[src/rtl/core/elg_pkg.sv]
// Shared constants and types for the ElGamal rerandomization block.
`timescale 1ns / 1ps
package elg_pkg;
   localparam int MOD_BITS = 31;
   localparam int EXP_BITS = 32;
   localparam int C_BITS = 31;
   localparam int PROD_BITS = 2 * MOD_BITS;
   localparam int CNT_BITS = $clog2(PROD_BITS + 1);
   localparam int EXP_CNT_BITS = $clog2(EXP_BITS + 1);
   localparam int CSR_IDX_BITS = 2;

   localparam logic [CSR_IDX_BITS-1:0] CSR_MODULUS = 2'd0;
   localparam logic [CSR_IDX_BITS-1:0] CSR_GENERATOR = 2'd1;
   localparam logic [CSR_IDX_BITS-1:0] CSR_PUBLIC = 2'd2;

   localparam logic [MOD_BITS-1:0] MODULUS_RESET = MOD_BITS'(10007);
   localparam logic [MOD_BITS-1:0] GENERATOR_RESET = MOD_BITS'(2);
   localparam logic [MOD_BITS-1:0] PUBLIC_RESET = MOD_BITS'(1);

   typedef struct packed {
      logic start;
      logic busy;
      logic done;
   } lane_ctl_type;
endpackage

[src/rtl/core/elg_modmul.sv]
// Iterative modular multiplier: product then bit-serial restoring reduction.
`timescale 1ns / 1ps
module elg_modmul import elg_pkg::*; (
   input  logic                clock,
   input  logic                reset,
   input  logic                start,
   input  logic [MOD_BITS-1:0] a,
   input  logic [MOD_BITS-1:0] b,
   input  logic [MOD_BITS-1:0] m,
   output logic                done,
   output logic [MOD_BITS-1:0] result
);
   typedef enum logic [2:0] {
      S_IDLE = 3'b001,
      S_MUL  = 3'b010,
      S_RED  = 3'b100
   } state_type;

   state_type state_ff, state_in;
   logic [PROD_BITS-1:0] prod_ff, prod_in;
   logic [MOD_BITS:0] rem_ff, rem_in;
   logic [CNT_BITS-1:0] cnt_ff, cnt_in;
   logic [MOD_BITS-1:0] a_ff, a_in;
   logic [MOD_BITS-1:0] b_ff, b_in;
   logic [MOD_BITS:0] shifted;
   logic done_in, done_ff;

   always_comb begin
      state_in = state_ff;
      prod_in = prod_ff;
      rem_in = rem_ff;
      cnt_in = cnt_ff;
      a_in = a_ff;
      b_in = b_ff;
      done_in = 1'b0;
      shifted = {rem_ff[MOD_BITS-1:0], prod_ff[PROD_BITS-1]};
      case (state_ff)
         S_IDLE: begin
            if (start) begin
               a_in = a;
               b_in = b;
               state_in = S_MUL;
            end
         end
         S_MUL: begin
            prod_in = PROD_BITS'(a_ff) * PROD_BITS'(b_ff);
            rem_in = '0;
            cnt_in = CNT_BITS'(PROD_BITS);
            state_in = S_RED;
         end
         S_RED: begin
            prod_in = {prod_ff[PROD_BITS-2:0], 1'b0};
            rem_in = (shifted >= {1'b0, m}) ? shifted - {1'b0, m} : shifted;
            cnt_in = cnt_ff - 1'b1;
            if (cnt_ff == CNT_BITS'(1)) begin
               state_in = S_IDLE;
               done_in = 1'b1;
            end
         end
         default: state_in = S_IDLE;
      endcase
   end

   always_ff @(posedge clock) begin
      if (reset) begin
         state_ff <= S_IDLE;
         done_ff <= 1'b0;
      end else begin
         state_ff <= state_in;
         done_ff <= done_in;
      end
      prod_ff <= prod_in;
      rem_ff <= rem_in;
      cnt_ff <= cnt_in;
      a_ff <= a_in;
      b_ff <= b_in;
   end

   assign done = done_ff;
   assign result = rem_ff[MOD_BITS-1:0];
endmodule

[src/rtl/core/elg_lane.sv]
// One lane: reduce c, compute c * base^r mod p by right-to-left square-and-multiply.
`timescale 1ns / 1ps
module elg_lane import elg_pkg::*; (
   input  logic                clock,
   input  logic                reset,
   input  logic                start,
   input  logic [C_BITS-1:0]   c_val,
   input  logic [MOD_BITS-1:0] base,
   input  logic [EXP_BITS-1:0] expo,
   input  logic [MOD_BITS-1:0] m,
   output lane_ctl_type        ctl,
   output logic [MOD_BITS-1:0] result
);
   typedef enum logic [6:0] {
      L_IDLE  = 7'b0000001,
      L_RBASE = 7'b0000010,
      L_RC    = 7'b0000100,
      L_MACC  = 7'b0001000,
      L_MSQ   = 7'b0010000,
      L_FINAL = 7'b0100000,
      L_DONE  = 7'b1000000
   } state_type;

   state_type state_ff, state_in;
   logic [MOD_BITS-1:0] acc_ff, acc_in, sq_ff, sq_in, c_ff, c_in;
   logic [EXP_BITS-1:0] e_ff, e_in;
   logic [EXP_CNT_BITS-1:0] bit_ff, bit_in;
   logic wait_ff, wait_in;
   logic mm_start;
   logic [MOD_BITS-1:0] mm_a;
   logic [MOD_BITS-1:0] mm_b, mm_r;
   logic mm_done;

   elg_modmul u_mul (
      .clock(clock), .reset(reset), .start(mm_start), .a(mm_a), .b(mm_b),
      .m(m), .done(mm_done), .result(mm_r)
   );

   always_comb begin
      state_in = state_ff;
      acc_in = acc_ff;
      sq_in = sq_ff;
      c_in = c_ff;
      e_in = e_ff;
      bit_in = bit_ff;
      wait_in = wait_ff;
      mm_start = 1'b0;
      mm_a = '0;
      mm_b = '0;
      case (state_ff)
         L_IDLE: begin
            if (start) begin
               e_in = expo;
               c_in = MOD_BITS'(c_val);
               sq_in = base;
               acc_in = MOD_BITS'(1);
               bit_in = '0;
               wait_in = 1'b0;
               state_in = L_RBASE;
            end
         end
         L_RBASE: begin
            mm_a = sq_ff;
            mm_b = MOD_BITS'(1);
            if (!wait_ff) begin
               mm_start = 1'b1;
               wait_in = 1'b1;
            end else if (mm_done) begin
               sq_in = mm_r;
               wait_in = 1'b0;
               state_in = L_RC;
            end
         end
         L_RC: begin
            mm_a = c_ff;
            mm_b = MOD_BITS'(1);
            if (!wait_ff) begin
               mm_start = 1'b1;
               wait_in = 1'b1;
            end else if (mm_done) begin
               c_in = mm_r;
               wait_in = 1'b0;
               state_in = L_MACC;
            end
         end
         L_MACC: begin
            mm_a = acc_ff;
            mm_b = e_ff[0] ? sq_ff : MOD_BITS'(1);
            if (!wait_ff) begin
               mm_start = 1'b1;
               wait_in = 1'b1;
            end else if (mm_done) begin
               acc_in = mm_r;
               wait_in = 1'b0;
               state_in = L_MSQ;
            end
         end
         L_MSQ: begin
            mm_a = sq_ff;
            mm_b = sq_ff;
            if (!wait_ff) begin
               mm_start = 1'b1;
               wait_in = 1'b1;
            end else if (mm_done) begin
               sq_in = mm_r;
               wait_in = 1'b0;
               e_in = e_ff >> 1;
               bit_in = bit_ff + 1'b1;
               state_in = (bit_ff == EXP_CNT_BITS'(EXP_BITS - 1)) ? L_FINAL : L_MACC;
            end
         end
         L_FINAL: begin
            mm_a = c_ff;
            mm_b = acc_ff;
            if (!wait_ff) begin
               mm_start = 1'b1;
               wait_in = 1'b1;
            end else if (mm_done) begin
               acc_in = mm_r;
               wait_in = 1'b0;
               state_in = L_DONE;
            end
         end
         L_DONE: state_in = L_IDLE;
         default: state_in = L_IDLE;
      endcase
   end

   always_ff @(posedge clock) begin
      if (reset) begin
         state_ff <= L_IDLE;
         wait_ff <= 1'b0;
      end else begin
         state_ff <= state_in;
         wait_ff <= wait_in;
      end
      acc_ff <= acc_in;
      sq_ff <= sq_in;
      c_ff <= c_in;
      e_ff <= e_in;
      bit_ff <= bit_in;
   end

   assign ctl.start = start;
   assign ctl.busy = (state_ff != L_IDLE);
   assign ctl.done = (state_ff == L_DONE);
   assign result = acc_ff;
endmodule

[config.mk]
export PLATFORM = sky130hd
export DESIGN_NAME = elg_lane
export DESIGN_NICKNAME = d
export VERILOG_FILES = /design/src/rtl/core/elg_pkg.sv /design/src/rtl/core/elg_modmul.sv /design/src/rtl/core/elg_lane.sv
export SDC_FILE = /design/constraint.sdc
export NUM_CORES = 2
export LEC_CHECK = 0
export BUFFER_PORTS_ARGS = -buffer_cell sky130_fd_sc_hd__buf_2
export CELL_PAD_IN_SITES_DETAIL_PLACEMENT = 1
export CELL_PAD_IN_SITES_GLOBAL_PLACEMENT = 1
export CORE_ASPECT_RATIO = 1.4
export CORE_MARGIN = 2
export CORE_UTILIZATION = 53
export CTS_BUF_LIST = sky130_fd_sc_hd__clkbuf_16
export DETAILED_ROUTE_END_ITERATION = 16
export PLACE_DENSITY_LB_ADDON = 0.2
export SLEW_MARGIN = 10
export SYNTH_ARGS = -nofsm -noshare
export SYNTH_HDL_FRONTEND = slang
export SYNTH_SLANG_ARGS = --single-unit
[constraint.sdc]
create_clock -name clock -period 18.2 [get_ports clock]
set_input_delay 0 -clock clock [delete_from_list [all_inputs] [get_ports clock]]
set_output_delay 0 -clock clock [all_outputs]
set_load 0.05 [all_outputs]
==> out/results.tsv <==
metric	value	unit
Worst Hold Path Cells	5	
top-count cell post-synth	inv_1	
chip height	351	µm
peak fanout along the critical path	31	
DR WL/cell	24.8	µm
H-Tree Depth	1	
post_cts resized	0	
Hold Path Class	in -> reg	
dpl hpwl	109000	µm
initial antenna violation count	3	
synthesized area	0.0455	mm²
RSZ-0062 raised after global routing	no	
Synth area leader	fa_1	
post-synth top area share	0.368	
relative slew slack	0.102	
Critical Path RT	18.54	ns
post-synth cell types	76	
Die Wd	252	µm
via/cell ratio	5.79	
period utilisation layout	0.467	
sequential-to-total area share from yosys stat	0.198	
Fmax	118	MHz
ANT nets after route	0	
final wirelength	145000	µm
Final Wtd Congestion	0.897	
final-report max-slew violation count	0	
CP endpoint kind	flop	
Post-synth EDFFs	292	
Sink Count	304	
Worst Setup Path Type	reg -> reg	
IO buf count	161	
Post-synth top cells	850 x inv_1, 838 x fa_1, 665 x nand2_1, 540 x and2_1, 292 x edfxtp_1	
Worst-Margin Slew	1.35	ns
Final Hold Fails	0	
FFs w/ async S/R, synth	0	
r2r worst-path depth	22	
num ports	162	
clock tree from TritonCTS	done	
Placed Instances	5694	
Worst Hold Launch	m[30]	
CTS Buffer Depth	3	
hold buffer count at CTS	98	
reg2reg end	u_mul.prod_ff[52]$_DFFE_PP_	
Mapped Nets	5880	
synth warn	0	
fin cells	5852	
largest net degree at the start of global routing	80	
MaxCap Viol Count	0	
First DRT Iteration DRCs	1718	
Nets	5985	
clk slew on worst S/H paths	0.07	ns
Core Rows	127	
Design Area, Final	0.0493	mm²
Avg Inst Size Synth	9.84	µm²
CP Launch Type	flop	
# setup viols final	0	
RR Startpoint	u_mul.b_ff[11]$_DFFE_PP_	
area growth from synthesis to layout	8.33	%
DRC viols	0	
CTS Root Buffer Type	clkbuf_16	
WP data arrival	8.84	ns
Starting Density	0.534	
All-Layer GR Usage	0.337	
first-pass GRT wire length	224000	µm
CTS Buf Count	31	
Die ar.	0.0883	mm²
routed vias	33900	
Hold Path End	u_mul.rem_ff[30]$_SDFFCE_PN0P_	
Synth Register Bits	304	
Fill cells	9436	
R2R Setup Slk	9.71	ns
vias in the first global route	39834	
Core ar.	0.0853	mm²
Synth Flop Type	edfxtp_1	
Clock Latency Late Sink	0.64	ns
share of cells above drive strength 1	0.0791	
1st-pass router iterations	7	
GRT overflow	0	
outcome	complete, no violations	
synthesized instance count	4625	
Area contributors post-synth	fa_1 37%, edfxtp_1 19%, ha_1 7.9%, and2_1 7.4%, inv_1 7.0%	
min Tclk post-route	8.49	ns
final setup TNS	0	ns
post-CTS setup buffers	0	
dpl cell area	0.0473	mm²
clock skew	0.0321	ns
## cell type report
| class | instances | area [µm²] | share of cell area |
|---|---|---|---|
| antenna | 2 | 5.00 | 0.000101 |
| clock buffer | 31 | 776 | 0.0157 |
| clock inverter | 26 | 239 | 0.00485 |
| inverter | 850 | 3190 | 0.0647 |
| multi-input combinational | 3208 | 32400 | 0.656 |
| sequential | 304 | 9010 | 0.183 |
| tap | 1096 | 1370 | 0.0278 |
| timing repair buffer | 335 | 2360 | 0.0479 |
## critical path: stages (launching register included)
cell and delay [ns]:
edfxtp_1 1.24, and2_1 0.29, fa_1 0.44, fa_1 0.49
inv_1 0.06, fa_1 0.51, fa_1 0.51, inv_1 0.05
fa_1 0.57, fa_1 0.48, fa_1 0.55, fa_1 0.43
ha_1 0.50, and3_1 0.26, nor3b_1 0.32, o211ai_1 0.17
nor2_1 0.12, o21ai_1 0.09, o211a_2 0.24, o31ai_2 0.45
a21boi_1 0.14, xnor2_1 0.17, a21oi_1 0.09
## state kept, by name, summed over array words and instances, names as in the netlist, 3 cells and up
name,count
u_mul.state_ff,3
state_ff,7
bit_ff,6
u_mul.rem_ff,31
u_mul.b_ff,31
e_ff,32
u_mul.prod_ff,62
c_ff,31
sq_ff,31
u_mul.a_ff,31
u_mul.cnt_ff,6
result,31
## per-layer routing
layer / GRT usage / up-vias / part of all wire
met1: 0.333 / 17698 / 0.33
li1: - / 14517 / -
met3: 0.0366 / 545 / 0.040
met2: 0.643 / 1140 / 0.55
met5: 0 / - / 0
met4: 0.257 / 0 / 0.088
## worst max-delay path by stage
| stage | cells after the start | slack, ns | end | startpoint |
|---|---|---|---|---|
| after floorplan | 26 | 11.16 | u_mul.prod_ff[55]$_DFFE_PP_ | u_mul.b_ff[16]$_DFFE_PP_ |
| after global placement | 24 | 9.99 | u_mul.prod_ff[55]$_DFFE_PP_ | u_mul.b_ff[16]$_DFFE_PP_ |
| after detailed placement | 22 | 9.78 | u_mul.prod_ff[52]$_DFFE_PP_ | u_mul.b_ff[10]$_DFFE_PP_ |
| after CTS | 22 | 9.79 | u_mul.prod_ff[52]$_DFFE_PP_ | u_mul.b_ff[10]$_DFFE_PP_ |
| after global routing | 24 | 9.35 | u_mul.prod_ff[52]$_DFFE_PP_ | u_mul.b_ff[16]$_DFFE_PP_ |
| final | 22 | 9.71 | u_mul.prod_ff[52]$_DFFE_PP_ | u_mul.b_ff[11]$_DFFE_PP_ |
## metrics by stage
stage	worst slack (ns)	hold slack, ns	util
6_report	9.71	0.0942	0.578
5_1_grt	9.35	0.157	0.578
4_1_cts	9.79	0.0543	0.578
3_5_place_dp	9.78	0.274	0.554
3_3_place_gp	9.99	0.268	0.554
2_1_floorplan	11.16	0.104	-
## kinds of logic (layout without fill, tap and decap cells)
| group | Yosys count | in the layout | synth area share |
|---|---|---|---|
| simple gates | 1455 | 1455 | 0.157 |
| compound gates | 450 | 450 | 0.0668 |
| fa+ha+maj | 1127 | 1127 | 0.448 |
| mux | 84 | 84 | 0.0202 |
| xor+xnor | 92 | 92 | 0.0177 |
| other cells | 0 | 2 | 0 |
| flops | 304 | 304 | 0.198 |
| buf+inv | 1113 | 1242 | 0.0925 |
## layout by cell type, fill, tap and decap left out, types with 11 or more instances in the layout
cell	synthesis	routed
a31oi_1	14	14
xor2_1	32	32
nand2_1	665	664
o21a_1	13	13
nor2_1	113	112
nor3_1	14	14
dlygate4sd3_1	0	98
o21ai_1	12	12
and3_1	12	12
and2_1	540	540
buf_2	11	161
buf_4	1	75
dfxtp_1	12	12
clkbuf_16	0	31
a222oi_1	31	31
a22o_1	30	30
ha_1	289	289
a21oi_1	141	140
mux2_2	61	61
nor2b_1	11	11
a21o_1	56	56
o21bai_1	22	22
fa_1	838	838
o21ai_0	63	61
nand4_1	23	23
mux2i_1	22	22
inv_1	850	858
edfxtp_1	292	292
nand3_1	30	30
xnor2_1	60	60
Power is not shown: default switching activity piles up to over one toggle a cycle in this logic, so the estimate is an artifact.
